===== config.mk =====
export PLATFORM = sky130hd
export DESIGN_NAME = vision_block_frame_parser_flat
export DESIGN_NICKNAME = d
export VERILOG_FILES = /design/src/rtl/vbfp_pkg.sv /design/src/rtl/vbfp_if.sv /design/src/rtl/vbfp_core.sv /design/src/rtl/vbfp_out_reg.sv /design/src/rtl/vision_block_frame_parser.sv /design/src/flat_wrapper.sv
export SDC_FILE = /design/constraint.sdc
export NUM_CORES = 1
export LEC_CHECK = 0
export BUFFER_PORTS_ARGS = -buffer_cell sky130_fd_sc_hd__buf_2
export CAP_MARGIN = 20
export CORE_AREA = 5 5 210 192
export CTS_CLUSTER_DIAMETER = 200
export CTS_CLUSTER_SIZE = 40
export DETAILED_ROUTE_END_ITERATION = 16
export DIE_AREA = 0 0 215 197
export PLACE_DENSITY = 0.62
export SYNTH_ARGS = -nofsm -noshare
export SYNTH_HDL_FRONTEND = slang
export SYNTH_HIERARCHICAL = 1
export SYNTH_SLANG_ARGS = --single-unit
export TNS_END_PERCENT = 100

===== constraint.sdc =====
create_clock -name clk -period 4.1 [get_ports clk]
set_clock_uncertainty 0.05 [all_clocks]
set_input_delay 0.615 -clock clk [delete_from_list [all_inputs] [get_ports clk]]
set_output_delay 0.615 -clock clk [all_outputs]
set_load 0.02 [all_outputs]

===== src/rtl/vbfp_pkg.sv =====
// ----------------------------------------------------------------------------
// vbfp_pkg
// shared types and constants of the vision block frame parser
// ----------------------------------------------------------------------------
`timescale 1ns / 1ps

package vbfp_pkg;

	localparam int unsigned BLOCK_LIMIT = 128;

	localparam logic [7:0] MAX_BLOCKS_RST = 8'd128;

	localparam logic [1:0] KIND_VALID     = 2'd0;
	localparam logic [1:0] KIND_CHECK_ERR = 2'd1;
	localparam logic [1:0] KIND_FRAME_END = 2'd2;

	typedef struct packed {
		logic [1:0]  kind;
		logic [15:0] signature;
		logic [15:0] x_pos;
		logic [15:0] y_pos;
		logic [15:0] box_width;
		logic [15:0] box_height;
		logic [15:0] angle;
		logic        color_code;
		logic [7:0]  block_count;
	} result_t;

endpackage


===== src/rtl/vbfp_if.sv =====
// ----------------------------------------------------------------------------
// vbfp_if
// request channels of the parser: raw link bytes in, block results out
// ----------------------------------------------------------------------------
`timescale 1ns / 1ps

interface vbfp_byte_if;
	logic       valid;
	logic       ready;
	logic [7:0] byte_in;

	modport source (output valid, output byte_in, input ready);
	modport sink (input valid, input byte_in, output ready);
endinterface

interface vbfp_result_if;
	logic        valid;
	logic        ready;
	logic [1:0]  kind;
	logic [15:0] signature;
	logic [15:0] x_pos;
	logic [15:0] y_pos;
	logic [15:0] box_width;
	logic [15:0] box_height;
	logic [15:0] angle;
	logic        color_code;
	logic [7:0]  block_count;

	modport source (
		output valid, output kind, output signature, output x_pos, output y_pos,
		output box_width, output box_height, output angle, output color_code,
		output block_count, input ready
	);
	modport sink (
		input valid, input kind, input signature, input x_pos, input y_pos,
		input box_width, input box_height, input angle, input color_code,
		input block_count, output ready
	);
endinterface


===== src/rtl/vbfp_core.sv =====
// ----------------------------------------------------------------------------
// vbfp_core
// byte pairing, sync hunt, checksum and frame state; one byte per request
// ----------------------------------------------------------------------------
`timescale 1ns / 1ps

module vbfp_core (
	input  logic              clk,
	input  logic              arst_n,
	input  logic              accept,
	input  logic [7:0]        byte_in,
	input  logic              cfg_we,
	input  logic [7:0]        cfg_wdata,
	output logic              res_valid,
	output vbfp_pkg::result_t res
);
	import vbfp_pkg::*;

	localparam logic [2:0] PH_HUNT    = 3'd0;
	localparam logic [2:0] PH_DROP    = 3'd1;
	localparam logic [2:0] PH_CHECK   = 3'd2;
	localparam logic [2:0] PH_PAYLOAD = 3'd3;
	localparam logic [2:0] PH_TRAILER = 3'd4;

	localparam logic [15:0] SYNC_WORD    = 16'haa55;
	localparam logic [15:0] SYNC_CC_WORD = 16'haa56;
	localparam logic [15:0] SYNC_SWAPPED = 16'h55aa;
	localparam logic [15:0] NO_WORD      = 16'hffff;

	localparam int unsigned LIMIT_CAP = (BLOCK_LIMIT > 255) ? 255 : BLOCK_LIMIT;
	localparam logic [7:0]  LIMIT_CAP8 = 8'(LIMIT_CAP);

	logic [2:0]  phase_q, phase_d;
	logic        odd_q, odd_d;
	logic [7:0]  low_q, low_d;
	logic [15:0] prev_q, prev_d;
	logic        cc_q, cc_d;
	logic [2:0]  idx_q, idx_d;
	logic [15:0] sum_q, sum_d;
	logic [15:0] exp_q, exp_d;
	logic [7:0]  cnt_q, cnt_d;
	logic [7:0]  max_blocks_q;
	logic [15:0] pw_q [6];

	logic [15:0] word;
	logic [15:0] sum_new;
	logic [15:0] merged [6];
	logic [2:0]  idx_next;
	logic [2:0]  need;
	logic [7:0]  blk_min;
	logic [7:0]  limit;
	logic        is_sync;
	logic        is_cc;
	logic        pw_we;

	function automatic result_t frame_end(input logic [7:0] count);
		result_t r;
		r             = '0;
		r.kind        = KIND_FRAME_END;
		r.block_count = count;
		return r;
	endfunction

	assign word     = {byte_in, low_q};
	assign is_cc    = (word == SYNC_CC_WORD);
	assign is_sync  = (word == SYNC_WORD) || is_cc;
	assign sum_new  = sum_q + word;
	assign idx_next = idx_q + 3'd1;
	assign need     = cc_q ? 3'd6 : 3'd5;
	assign blk_min  = (max_blocks_q == 8'd0) ? 8'd1 : max_blocks_q;
	assign limit    = (blk_min < LIMIT_CAP8) ? blk_min : LIMIT_CAP8;

	always_comb begin
		for (int i = 0; i < 6; i++) begin
			merged[i] = (pw_we && idx_q == 3'(i)) ? word : pw_q[i];
		end
	end

	always_comb begin
		phase_d   = phase_q;
		odd_d     = odd_q;
		low_d     = low_q;
		prev_d    = prev_q;
		cc_d      = cc_q;
		idx_d     = idx_q;
		sum_d     = sum_q;
		exp_d     = exp_q;
		cnt_d     = cnt_q;
		pw_we     = 1'b0;
		res_valid = 1'b0;
		res       = '0;
		if (phase_q == PH_DROP) begin
			phase_d = PH_HUNT;
		end else if (!odd_q) begin
			low_d = byte_in;
			odd_d = 1'b1;
		end else begin
			odd_d = 1'b0;
			case (phase_q)
				PH_CHECK: begin
					if (is_sync) begin
						res_valid = 1'b1;
						res       = frame_end(cnt_q);
						cc_d      = is_cc;
						cnt_d     = 8'd0;
					end else if (word == 16'd0) begin
						res_valid = 1'b1;
						res       = frame_end(cnt_q);
						phase_d   = PH_HUNT;
						prev_d    = NO_WORD;
					end else begin
						exp_d   = word;
						sum_d   = 16'd0;
						idx_d   = 3'd0;
						phase_d = PH_PAYLOAD;
					end
				end
				PH_PAYLOAD: begin
					pw_we = 1'b1;
					sum_d = sum_new;
					idx_d = idx_next;
					if (idx_next >= need) begin
						res_valid = 1'b1;
						if (sum_new == exp_q) begin
							cnt_d    = cnt_q + 8'd1;
							res.kind = KIND_VALID;
						end else begin
							res.kind = KIND_CHECK_ERR;
						end
						res.signature   = merged[0];
						res.x_pos       = merged[1];
						res.y_pos       = merged[2];
						res.box_width   = merged[3];
						res.box_height  = merged[4];
						res.angle       = cc_q ? merged[5] : 16'd0;
						res.color_code  = cc_q;
						res.block_count = cnt_d;
						phase_d         = PH_TRAILER;
					end
				end
				PH_TRAILER: begin
					if (is_sync && cnt_q < limit) begin
						cc_d    = is_cc;
						phase_d = PH_CHECK;
					end else begin
						if (is_sync) begin
							cc_d = is_cc;
						end
						res_valid = 1'b1;
						res       = frame_end(cnt_q);
						phase_d   = PH_HUNT;
						prev_d    = NO_WORD;
					end
				end
				default: begin
					phase_d = PH_HUNT;
					if (word == 16'd0 && prev_q == 16'd0) begin
						res_valid = 1'b1;
						res       = frame_end(8'd0);
						prev_d    = NO_WORD;
					end else if (prev_q == SYNC_WORD && is_sync) begin
						cc_d    = is_cc;
						cnt_d   = 8'd0;
						phase_d = PH_CHECK;
					end else begin
						if (word == SYNC_SWAPPED) begin
							phase_d = PH_DROP;
						end
						prev_d = word;
					end
				end
			endcase
		end
	end

	always_ff @(posedge clk or negedge arst_n) begin
		if (!arst_n) begin
			phase_q <= PH_HUNT;
			odd_q   <= 1'b0;
			low_q   <= 8'd0;
			prev_q  <= NO_WORD;
			cc_q    <= 1'b0;
			idx_q   <= 3'd0;
			sum_q   <= 16'd0;
			exp_q   <= 16'd0;
			cnt_q   <= 8'd0;
		end else if (accept) begin
			phase_q <= phase_d;
			odd_q   <= odd_d;
			low_q   <= low_d;
			prev_q  <= prev_d;
			cc_q    <= cc_d;
			idx_q   <= idx_d;
			sum_q   <= sum_d;
			exp_q   <= exp_d;
			cnt_q   <= cnt_d;
		end
	end

	always_ff @(posedge clk or negedge arst_n) begin
		if (!arst_n) begin
			max_blocks_q <= MAX_BLOCKS_RST;
		end else if (cfg_we) begin
			max_blocks_q <= cfg_wdata;
		end
	end

	// payload words, one lane each
	always_ff @(posedge clk) begin
		for (int i = 0; i < 6; i++) begin
			if (accept && pw_we && idx_q == 3'(i)) begin
				pw_q[i] <= word;
			end
		end
	end

endmodule


===== src/rtl/vbfp_out_reg.sv =====
// ----------------------------------------------------------------------------
// vbfp_out_reg
// result register in front of the output channel
// ----------------------------------------------------------------------------
`timescale 1ns / 1ps

module vbfp_out_reg (
	input  logic              clk,
	input  logic              arst_n,
	input  logic              load,
	input  vbfp_pkg::result_t res,
	output logic              slot_free,
	vbfp_result_if.source     blocks
);
	import vbfp_pkg::*;

	logic    valid_q;
	result_t data_q;

	assign slot_free = !valid_q || blocks.ready;

	always_ff @(posedge clk or negedge arst_n) begin
		if (!arst_n) begin
			valid_q <= 1'b0;
		end else if (slot_free) begin
			valid_q <= load;
		end
	end

	always_ff @(posedge clk) begin
		if (slot_free && load) begin
			data_q <= res;
		end
	end

	assign blocks.valid       = valid_q;
	assign blocks.kind        = data_q.kind;
	assign blocks.signature   = data_q.signature;
	assign blocks.x_pos       = data_q.x_pos;
	assign blocks.y_pos       = data_q.y_pos;
	assign blocks.box_width   = data_q.box_width;
	assign blocks.box_height  = data_q.box_height;
	assign blocks.angle       = data_q.angle;
	assign blocks.color_code  = data_q.color_code;
	assign blocks.block_count = data_q.block_count;

endmodule


===== src/rtl/vision_block_frame_parser.sv =====
// ----------------------------------------------------------------------------
// vision_block_frame_parser
// a result is registered: it appears on the output in the cycle after the byte that ends it
// throughput: one byte per cycle unless the output stalls, set by the parser state update
// a byte is taken while the result register is empty or being drained
// reset: asynchronous, hunting for sync, no result pending, limit 128 blocks
// ----------------------------------------------------------------------------
`timescale 1ns / 1ps

module vision_block_frame_parser (
	input  logic          clk,
	input  logic          arst_n,
	vbfp_byte_if.sink     link,
	vbfp_result_if.source blocks,
	input  logic          cfg_we,
	input  logic [7:0]    cfg_wdata
);
	import vbfp_pkg::*;

	logic    slot_free;
	logic    accept;
	logic    res_valid;
	result_t res;

	assign link.ready = slot_free;
	assign accept     = link.valid && slot_free;

	vbfp_core u_core (
		.clk       (clk),
		.arst_n    (arst_n),
		.accept    (accept),
		.byte_in   (link.byte_in),
		.cfg_we    (cfg_we),
		.cfg_wdata (cfg_wdata),
		.res_valid (res_valid),
		.res       (res)
	);

	vbfp_out_reg u_out_reg (
		.clk       (clk),
		.arst_n    (arst_n),
		.load      (accept && res_valid),
		.res       (res),
		.slot_free (slot_free),
		.blocks    (blocks)
	);

endmodule


===== src/flat_wrapper.sv =====
// flat-port wrapper written by rule: the top's interface ports become plain ports
module vision_block_frame_parser_flat import vbfp_pkg::*;
  (clk, arst_n, cfg_we, cfg_wdata, link_valid, link_byte_in, link_ready, blocks_valid, blocks_kind, blocks_signature, blocks_x_pos, blocks_y_pos, blocks_box_width, blocks_box_height, blocks_angle, blocks_color_code, blocks_block_count, blocks_ready);
  vbfp_byte_if link_i ();
  vbfp_result_if blocks_i ();
  input  logic clk;
  input  logic arst_n;
  input  logic cfg_we;
  input  logic [7:0] cfg_wdata;
  input wire logic [$bits(link_i.valid)-1:0] link_valid;
  input wire logic [$bits(link_i.byte_in)-1:0] link_byte_in;
  output wire logic [$bits(link_i.ready)-1:0] link_ready;
  output wire logic [$bits(blocks_i.valid)-1:0] blocks_valid;
  output wire logic [$bits(blocks_i.kind)-1:0] blocks_kind;
  output wire logic [$bits(blocks_i.signature)-1:0] blocks_signature;
  output wire logic [$bits(blocks_i.x_pos)-1:0] blocks_x_pos;
  output wire logic [$bits(blocks_i.y_pos)-1:0] blocks_y_pos;
  output wire logic [$bits(blocks_i.box_width)-1:0] blocks_box_width;
  output wire logic [$bits(blocks_i.box_height)-1:0] blocks_box_height;
  output wire logic [$bits(blocks_i.angle)-1:0] blocks_angle;
  output wire logic [$bits(blocks_i.color_code)-1:0] blocks_color_code;
  output wire logic [$bits(blocks_i.block_count)-1:0] blocks_block_count;
  input wire logic [$bits(blocks_i.ready)-1:0] blocks_ready;
  assign link_i.valid = link_valid;
  assign link_i.byte_in = link_byte_in;
  assign link_ready = link_i.ready;
  assign blocks_valid = blocks_i.valid;
  assign blocks_kind = blocks_i.kind;
  assign blocks_signature = blocks_i.signature;
  assign blocks_x_pos = blocks_i.x_pos;
  assign blocks_y_pos = blocks_i.y_pos;
  assign blocks_box_width = blocks_i.box_width;
  assign blocks_box_height = blocks_i.box_height;
  assign blocks_angle = blocks_i.angle;
  assign blocks_color_code = blocks_i.color_code;
  assign blocks_block_count = blocks_i.block_count;
  assign blocks_i.ready = blocks_ready;
  vision_block_frame_parser u_core (.clk(clk), .arst_n(arst_n), .link(link_i), .blocks(blocks_i), .cfg_we(cfg_we), .cfg_wdata(cfg_wdata));
endmodule

==> impl_results.md, run 1 <==
* Outcome: completed
* H-tree depth at 1
* Asr flop ratio synth at approximately 29%
* Vias at a little over 9000
* Final Hold Viols at 0
* Vias in the first global route at 8873
* # fillers at 3587
* Worst stage delay on the critical path at 0.45 ns
* Iteration-0 DRC Markers at 890
* Reg-to-reg startpoint: u_core/u_core/low_q[4]
* Crit. End Element: flip-flop
* FF-to-FF End: u_core/u_out_reg/blocks.block_count[2]
* Final Instance Area at about 15000 um^2
* Cell area power density at just under 400 nW/um^2
* Worst slew pin tran at about 0.9 ns
* Worst min-delay path class: in -> async
* Max-cap violations at 0
* DR vias/cell at ~5.2
* Post-synth cell types at 73
* Die Height at a little under 200 um
* Rows at 68
* Max Freq at 269 MHz
* Syn Nets at roughly 1200
* Congestion Overflow GR at 0
* Num CTS Buffers at 11
* Placer Congestion at about 0.89
* Fin crit period at around 3.7 ns
* Largest net degree at the start of global routing at 59
* Clock root cell: clkbuf_16
* Post-route setup TNS at 0 ns
* CP startpoint kind: flip-flop
* Maximum vdd ir drop at about 0.27 mV
* Placed Area at around 14000 um^2
* Hold Buf Count CTS at 0
* Synthesized instance count at between 1000 and 1500
* Worst Slack Setup Final at between 0.3 and 0.4 ns
* Final #Nets at 1326
* Leakage at 5.78 nW
* Worst EP required at 4.26 ns
* Setup Crit Path Kind: reg -> reg
* Clock slew at reported path FFs at 0.16 ns
* Post-DP HPWL at roughly 23000 um
* Multi-input gate area at between 4000 and 5000 um^2
* Ys flop type: edfxtp_1
* Ports at 130
* WP data arrival at roughly 3.9 ns
* Total GRT Usage at roughly 15%
* Layout cell share with drive strength beyond 1 at 20.3%
* DRT Pass-1 Iters at 5
* Initial antenna violation count at 1
* Endpoints failing setup at 0
* Die ar. at 42400 um^2
* Yosys warning total at 6
* CP max-delay cell: dfrtp_1
* Avg Cell Area, Syn at 11.3 um^2
* Unrepaired setup endpoints after global routing: no
* Core box area at between 30000 and 40000 um^2
* Final period utilization at approximately nine tenths
* Max Root-Sink Buffers at 3
* FF+latch count, synth at around 280
* TritonCTS Sinks at 284
* TritonCTS clock tree: built
* Relative slew slack at approximately two fifths
* Critical-path cell list: ha_1, and2_4, a221oi_4, nand2_2, a311oi_1, xnor2_1, nand4_2, nor4_4, buf_4, a21oi_1, a211o_1
* Netlist Area Pre-Place at approximately 13000 um^2
* EDFF count, synth at roughly 200
* Worst slack, placed at 0.222 ns
* Post-CTS Repair Setup Buffers at 0
* Worst-Skew Late Latency at 0.52 ns
* Register area share after synthesis at between 60 and 70%
* Final core occ at between 30 and 40%
* FF/Latch Area at about 8100 um^2
* PortBufs at ~130
* Die Span X at 215 um
* WL/cell at 18.9 um
* R2R Setup Slk at approximately 0.39 ns
* R2R depth at 11
* Initial Util at 34.5%
* Largest fanout on the critical path at 18
* Final ANT Viol Nets at 0
* Post_cts resized at 0
* Pwr Total at 5.86 mW
* # DRC at 0
* Area Overhead vs Synth at 13.0%
* Global-route wire length before repair at between 50000 and 60000 um
* Max-slew violation count at 0
* Routed WL at roughly 33000 um
## area by class of cell
class	instances	share of cell area, %
antenna	1	0.0169
clock buffer	16	1.99
clock inverter	1	0.203
inverter	15	0.381
multi-input combinational	782	31.0
sequential	284	55.1
tap	490	4.15
timing repair buffer	180	7.15
## cells by family after synthesis
kind of cell	after synthesis	share of synthesized area, %
AO/OA/AOI/OAI	248	11.4
XOR/XNOR	37	2.86
adder cells (fa/ha/maj)	32	3.10
buffers and inverters	91	2.76
flip-flops	284	62.3
multiplexers	33	2.83
AND/OR/NAND/NOR	432	14.8
## worst max-delay path: cells and delay by family, from the launching register on
family / cells / cell delay, ns
adders and majority gates: 1 / 0.44
buffers and inverters: 1 / 0.26
AOI/OAI and AO/OA: 4 / 1.14
and+or+nand+nor: 4 / 0.84
xor gates and xnor gates: 1 / 0.24
DFF: 1 / 0.45
## how the worst max path moves through the flow
stage,slack [ns],from,endpoint
3_3_place_gp,0.29,link_byte_in[7],u_core/u_out_reg/blocks.box_height[12]
3_5_place_dp,0.22,link_byte_in[0],u_core/u_out_reg/blocks.block_count[2]
6_report,0.39,u_core/u_core/low_q[4],u_core/u_out_reg/blocks.block_count[2]
2_1_floorplan,0.40,link_byte_in[0],u_core/u_out_reg/blocks.angle[0]
4_1_cts,0.42,u_core/u_core/low_q[4],u_core/u_out_reg/blocks.block_count[2]
5_1_grt,0.24,u_core/u_core/low_q[0],u_core/u_out_reg/blocks.block_count[2]
## synthesized netlist by cell type, types with 3 or more instances
| cell | count | share of area [%] |
|---|---|---|
| a21o_1 | 7 | 0.40 |
| a211oi_1 | 3 | 0.17 |
| o211ai_1 | 7 | 0.40 |
| edfxtp_1 | 203 | 47 |
| o21a_1 | 4 | 0.23 |
| nand2_1 | 278 | 8.0 |
| and3_1 | 14 | 0.67 |
| xor2_1 | 11 | 0.74 |
| or4_1 | 4 | 0.23 |
| dfrtp_1 | 64 | 12 |
| nand3_1 | 21 | 0.80 |
| buf_2 | 6 | 0.23 |
| a22o_1 | 7 | 0.47 |
| a32oi_1 | 4 | 0.27 |
| nor2_1 | 40 | 1.1 |
| dfstp_2 | 17 | 3.4 |
| nor3_1 | 11 | 0.42 |
| clkbuf_1 | 68 | 2.0 |
| or2_2 | 3 | 0.14 |
| nor2b_1 | 3 | 0.14 |
| nand2b_1 | 13 | 0.62 |
| a21oi_1 | 130 | 5.0 |
| mux2_2 | 32 | 2.8 |
| ha_1 | 30 | 2.9 |
| o21ai_0 | 50 | 1.9 |
| a31oi_1 | 6 | 0.29 |
| inv_1 | 13 | 0.37 |
| xnor2_1 | 22 | 1.5 |
| nand4_1 | 6 | 0.29 |
| and2_1 | 11 | 0.53 |
| a21boi_0 | 3 | 0.17 |
| a32o_1 | 4 | 0.31 |
| nor4_1 | 12 | 0.57 |
## through the flow
step,hold slack [ns],cells
2_1_floorplan,0.269,1157
3_3_place_gp,0.413,1751
3_5_place_dp,0.420,1751
4_1_cts,0.144,1768
5_1_grt,0.175,1768
6_report,0.125,1769
## per-layer routing
metal / up-vias / part of all wire [%] / GRT usage (%) / wire length [um]
met4: 0 / 1.2 / 2.06 / 418
met5: - / 0 / 0 / 0
met3: 26 / 6.2 / 2.26 / 2090
met2: 327 / 46 / 24.6 / 15400
li1: 4333 / - / - / -
met1: 4505 / 46 / 22.2 / 15500
## cell usage in the layout (no fill, tap or decap), types with 21 or more instances in the layout
cell type  count
a21oi_1      130
buf_2        128
buf_4         50
dfrtp_1       64
edfxtp_1     203
ha_1          30
mux2_2        32
nand2_1      277
nand3_1       21
nor2_1        40
o21ai_0       50
xnor2_1       22
## report_power, final
group	internal, mW	switching (mW)
Sequential	3.31	0.127
Clock	0.524	0.891
Combinational	0.361	0.646
## state kept, by name (all words and copies together), names as in the netlist, 2 cells and up
register	cells
u_core/u_out_reg/blocks.box_height	16
u_core/u_core/cnt_q	8
u_core/u_out_reg/blocks.signature	16
u_core/u_out_reg/blocks.y_pos	16
u_core/u_out_reg/blocks.angle	16
u_core/u_core/sum_q	16
u_core/u_core/pw_q	96
u_core/u_out_reg/blocks.x_pos	16
u_core/u_core/low_q	8
u_core/u_core/phase_q	3
u_core/u_out_reg/blocks.box_width	16
u_core/u_core/exp_q	16
u_core/u_core/idx_q	3
u_core/u_core/max_blocks_q	8
u_core/u_core/prev_q	16
u_core/u_out_reg/blocks.kind	2
u_core/u_out_reg/blocks.block_count	8
(Power assumes the default switching activity.)
==> inputs of run 2 (changes only) <==
- clock period: 4.1 -> 3.57 ns (I/O delays scaled with it)
==> impl_results.md, run 2 (synthesized netlist as in run 1, its figures left out) <==
* Outcome: completed
* Relative slew slack at 39.6% (-1.6 points)
* Core box area at 37900 um^2 (unchanged)
* Biggest register: u_core/u_core/pw_q
* Worst min-delay path class: in -> reg
* # DRC at 0 (unchanged)
* Post-DP HPWL at 23500 um (+1.5%)
* Post-route setup TNS at 0 ns (unchanged)
* N_diodes at 0 (-1)
* Congestion Overflow GR at 0 (unchanged)
* FF/Latch Area at 8140 um^2 (unchanged)
* Rows at 68 (unchanged)
* Largest fanout on the critical path at 7 (-11)
* R2R Setup Slk at 0.16 ns (-0.23 ns)
* Placed Area at 14700 um^2 (+1.6%)
* Worst slew pin tran at 0.906 ns (+0.0245 ns)
* Layout cell share with drive strength beyond 1 at 22.9% (+2.6 points)
* Max reg flops at 96 (unchanged)
* Area Overhead vs Synth at 15.4%
* Fin crit period at 3.41 ns (-0.299 ns)
* Worst-Skew Late Latency at 0.52 ns (about the same)
* # fillers at 3557 (-0.84%)
* Ports at 130 (unchanged)
* PortBufs at 129 (unchanged)
* Num CTS Buffers at 11 (unchanged)
* Commonest non-fill, non-tap cells in the layout: nand2_1, edfxtp_1, buf_2, a21oi_1, buf_4
* CP startpoint kind: flip-flop
* Final core occ at 39.9% (+0.86 points)
* Die Height at 197 um (unchanged)
* Final ANT Viol Nets at 0 (unchanged)
* Clock slew at reported path FFs at 0.15 ns (about the same)
* Vias in the first global route at 9100 (+2.6%)
* DRT Pass-1 Iters at 5 (unchanged)
* Die Span X at 215 um (unchanged)
* Max-cap violations at 0 (unchanged)
* Setup Crit Path Kind: reg -> reg
* Max Root-Sink Buffers at 3 (unchanged)
* Final Hold Viols at 0 (unchanged)
* Initial Util at 34.5% (unchanged)
* Die ar. at 42400 um^2 (unchanged)
* Clock root cell: clkbuf_16
* Max-slew violation count at 0 (unchanged)
* Global-route wire length before repair at 53300 um (+2.6%)
* Iteration-0 DRC Markers at 939 (+5.5%)
* TritonCTS clock tree: built
* Largest net degree at the start of global routing at 45 (-24%)
* Endpoints failing setup at 0 (unchanged)
* DR vias/cell at 5.22 (+0.50%)
* Initial antenna violation count at 0 (-1)
* Worst EP required at 3.79 ns (-0.47 ns)
* Maximum vdd ir drop at 0.285 mV (+5.3%)
* Crit. End Element: flip-flop
* TritonCTS Sinks at 284 (unchanged)
* Commonest non-fill, non-tap cell in the layout: nand2_1
* Total GRT Usage at 15.6% (+0.46 points)
* Unrepaired setup endpoints after global routing: no
* Cell area power density at 451 nW/um^2 (+14%)
* Vias at 9399 (+2.3%)
* Final period utilization at 95.6% (+5.1 points)
* Leakage at 5.96 nW (+3.0%)
* Routed WL at 34100 um (+1.9%)
* WL/cell at 18.9 um (+0.10%)
* H-tree depth at 1 (unchanged)
* Multi-input gate area at 4640 um^2 (+1.6%)
* Max Freq at 293 MHz (+8.7%)
* Final #Nets at 1358 (+2.4%)
* Placer Congestion at 0.830 (-6.5%)
* WP data arrival at 3.63 ns (-0.25 ns)
* Final Instance Area at 15100 um^2 (+2.2%)
==> run 2: routing by layer <==
layer	global-route usage, %	wire [um]
met2	24.8	15300
met4	2.99	552
met5	0	0
met3	2.27	2250
met1	23.1	16000
==> run 2: layout make-up <==
class | instances | share of cell area, %
clock buffers | 16 | 1.95
clock inverters | 1 | 0.199
repair buffers | 212 | 8.69
multi-input cells | 782 | 30.8
inverters | 15 | 0.373
well taps | 490 | 4.06
flip-flops and latches | 284 | 54.0
==> run 2: where the power goes <==
group          switching (mW)  leakage, nW  internal [mW]  total (mW)
Clock                    1.00        0.153          0.601        1.61
Combinational           0.796         2.90          0.466        1.26
Sequential              0.138         2.91           3.81        3.94
==> run 2: worst max-delay path, stage by stage, from the launching register on <==
cell and delay [ns]:
dfrtp_1 0.42, ha_1 0.37, and2_4 0.20, a221oi_4 0.32
nand2_2 0.16, a311oi_1 0.43, xnor2_1 0.21, nand4_2 0.22
nor4_2 0.31, buf_4 0.19, nor2b_1 0.16, o21ai_0 0.12
==> run 2: path summary, 6_finish.rpt <==
check | cells after the start | from | endpoint
worst max-delay path | 11 | u_core/u_core/low_q[3] | u_core/u_out_reg/blocks.block_count[7]
worst min-delay path | 3 | cfg_wdata[7] | u_core/u_core/max_blocks_q[7]
worst max register to register | 11 | u_core/u_core/low_q[3] | u_core/u_out_reg/blocks.block_count[7]
worst min register to register | 2 | u_core/u_core/prev_q[12] | u_core/u_core/prev_q[12]
max in group asynchronous | 3 | arst_n | u_core/u_core/cnt_q[2]
min in group asynchronous | 2 | arst_n | u_core/u_core/exp_q[7]
==> run 2: stage by stage <==
stage	worst slack, ns	total power [mW]	instances	hold WS, ns
floorplan	0.0267	4.75	1157	0.190
global placement	-0.0601	5.20	1780	0.414
detailed placement	-0.0746	5.23	1780	0.418
CTS	0.0236	6.82	1798	0.172
global route	0.00364	7.10	1800	0.164
finish	0.156	6.81	1800	0.190
==> run 2: timing repair <==
item / in CTS / in global routing
hold buffers: 1 / 0
pin swaps: 0 / 5
setup buffers: 0 / 2
endpoints found under the hold margin: 10 / 0
endpoints found under the setup margin: 6 / 89
gates resized for setup: 2 / 12
==> inputs of run 3 (changes only) <==
- BUFFER_PORTS_ARGS: -buffer_cell sky130_fd_sc_hd__buf_2 -> unset
- CORE_AREA: 5 5 210 192 -> 5 5 200 202
- DIE_AREA: 0 0 215 197 -> 0 0 205 207
- DONT_BUFFER_PORTS: unset -> 1
- PLACE_DENSITY: 0.62 -> 0.49
==> impl_results.md, run 3 (synthesized netlist as in run 1, its figures left out) <==
* Post-DP HPWL at 22100 um (-5.9%)
* CP max-delay cell: dfrtp_1
* Biggest register: u_core/u_core/pw_q
* Area Overhead vs Synth at 9.94%
* Largest fanout on the critical path at 18 (+11)
* Worst stage delay on the critical path at 0.42 ns (about the same)
* Endpoints failing setup at 0 (unchanged)
* Worst slack, placed at 0.0621 ns (+0.137 ns)
* DR vias/cell at 5.12 (-1.9%)
* Congestion Overflow GR at 0 (unchanged)
* Critical-path cell list: ha_1, buf_4, a221oi_4, nand2_2, xor3_1, a311oi_2, nand4_2, nor4_4, buf_12, a21oi_1, a211o_1
* Vias at 8603 (-8.5%)
* Clock root cell: clkbuf_16
* Routed WL at 33400 um (-1.9%)
* Worst min-delay path class: in -> reg
* Commonest non-fill, non-tap cell in the layout: nand2_1
* Final period utilization at 94.9% (-0.72 points)
* WL/cell at 19.9 um (+5.1%)
* Total GRT Usage at 15.2% (-0.40 points)
* Unrepaired setup endpoints after global routing: no
* Relative slew slack at 41.8% (+2.2 points)
* Worst-Skew Late Latency at 0.51 ns (about the same)
* Die Height at 207 um (+5.1%)
* Critical path buffers and inverters at 2 (+1)
* Core box area at 38100 um^2 (+0.65%)
* Worst slew pin tran at 0.873 ns (-0.0330 ns)
* Max-cap violations at 0 (unchanged)
* Outcome: completed
* Initial antenna violation count at 0 (unchanged)
* CP startpoint kind: flip-flop
* Placer Congestion at 0.826 (-0.53%)
* Initial Util at 34.3% (-0.22 points)
* Worst EP required at 3.79 ns (about the same)
* Final #Nets at 1209 (-11%)
* Die ar. at 42400 um^2 (+0.19%)
* Rows at 72 (+5.9%)
* CP top delay family: compound AO/OA/AOI/OAI gates
* Final Hold Viols at 0 (unchanged)
* Maximum vdd ir drop at 0.281 mV (-1.2%)
* Layout cell share with drive strength beyond 1 at 12.9% (-10 points)
* Max Root-Sink Buffers at 3 (unchanged)
* Clock slew at reported path FFs at 0.15 ns (about the same)
* Cell area power density at 469 nW/um^2 (+3.9%)
* Vias in the first global route at 8244 (-9.4%)
* Commonest non-fill, non-tap cells in the layout: nand2_1, edfxtp_1, a21oi_1, dfrtp_1, buf_4
* Pwr Total at 6.74 mW (-1.1%)
* DRT Pass-1 Iters at 5 (unchanged)
* Ports at 130 (unchanged)
* Worst Slack Setup Final at 0.182 ns (+0.0257 ns)
* Num CTS Buffers at 11 (unchanged)
* # DRC at 0 (unchanged)
* TritonCTS Sinks at 284 (unchanged)
* Crit. End Element: flip-flop
* Iteration-0 DRC Markers at 572 (-39%)
* Max-slew violation count at 0 (unchanged)
* TritonCTS clock tree: built
* Max Freq at 295 MHz (+0.76%)
* WP data arrival at 3.61 ns (-0.02 ns)
* Final ANT Viol Nets at 0 (unchanged)
* Max reg flops at 96 (unchanged)
* Setup Crit Path Kind: reg -> reg
* Leakage at 5.37 nW (-9.9%)
* Largest net degree at the start of global routing at 82 (+82%)
* Global-route wire length before repair at 51300 um (-3.8%)
* Fin crit period at 3.39 ns (-0.0257 ns)
* PortBufs at 0 (-100%)
* H-tree depth at 1 (unchanged)
* Die Span X at 205 um (-4.7%)
* Post-route setup TNS at 0 ns (unchanged)
==> run 3: timing repair <==
action                                  4_1_cts  5_1_grt
endpoints found under the hold margin        81        0
endpoints found under the setup margin        0       66
resized for setup                             0       10
hold buffers                                  2        0
setup buffers                                 0        6
==> run 3: cell type report <==
| type | count | area, um^2 |
|---|---|---|
| antenna | 1 | 2.50 |
| clock buffer | 15 | 290 |
| clock inverter | 2 | 41.3 |
| fill | 3669 | 23700 |
| inverter | 15 | 56.3 |
| multi-input combinational | 782 | 4620 |
| sequential | 284 | 8140 |
| tap | 518 | 648 |
| timing repair buffer | 63 | 571 |
==> run 3: per-stage QoR <==
| stage | hold WS [ns] | cell area (um^2) | util (%) | instances |
|---|---|---|---|---|
| finish | 0.0583 | 14400 | 37.7 | 1680 |
| global route | 0.0333 | 14400 | 37.7 | 1679 |
| CTS | 0.0417 | 14300 | 37.5 | 1673 |
| detailed placement | 0.199 | 13900 | 36.5 | 1654 |
| global placement | 0.200 | 13900 | 36.5 | 1654 |
| floorplan | 0.190 | 13100 | - | 1157 |
==> run 3: metal layers <==
metal	up-vias	share of wire [%]	global-route usage, %
li1	4117	-	-
met1	4234	47	22.0
met2	225	46	24.2
met3	27	5.2	2.71
met4	0	1.8	2.73
met5	-	0	0
==> run 3: power by group <==
| part | switching [mW] | leakage (nW) | internal [mW] |
|---|---|---|---|
| combinational | 0.738 | 2.30 | 0.434 |
| clock | 1.02 | 0.158 | 0.607 |
| sequential | 0.137 | 2.91 | 3.81 |
| total | 1.89 | 5.37 | 4.85 |
==> run 3: worst reg2reg max path: stages (launching register included) <==
cell and delay [ns]:
dfrtp_1 0.42, ha_1 0.31, buf_4 0.17, a221oi_4 0.37
nand2_2 0.17, xor3_1 0.27, a311oi_2 0.29, nand4_2 0.22
nor4_4 0.36, buf_12 0.18, a21oi_1 0.08, a211o_1 0.27
==> run 3: path summary, 6_finish.rpt <==
check                                   startpoint                                     end  slack [ns]  cells after the start
max                         u_core/u_core/low_q[4]  u_core/u_out_reg/blocks.block_count[2]        0.18                     11
min                                link_byte_in[2]               u_core/u_core/pw_q[2][10]        0.06                      0
max reg2reg                 u_core/u_core/low_q[4]  u_core/u_out_reg/blocks.block_count[2]        0.18                     11
min reg2reg                u_core/u_core/prev_q[8]                 u_core/u_core/prev_q[8]        0.44                      2
max in group asynchronous                   arst_n                 u_core/u_core/prev_q[2]        2.49                      2
min in group asynchronous                   arst_n                 u_core/u_core/sum_q[10]        0.53                      2
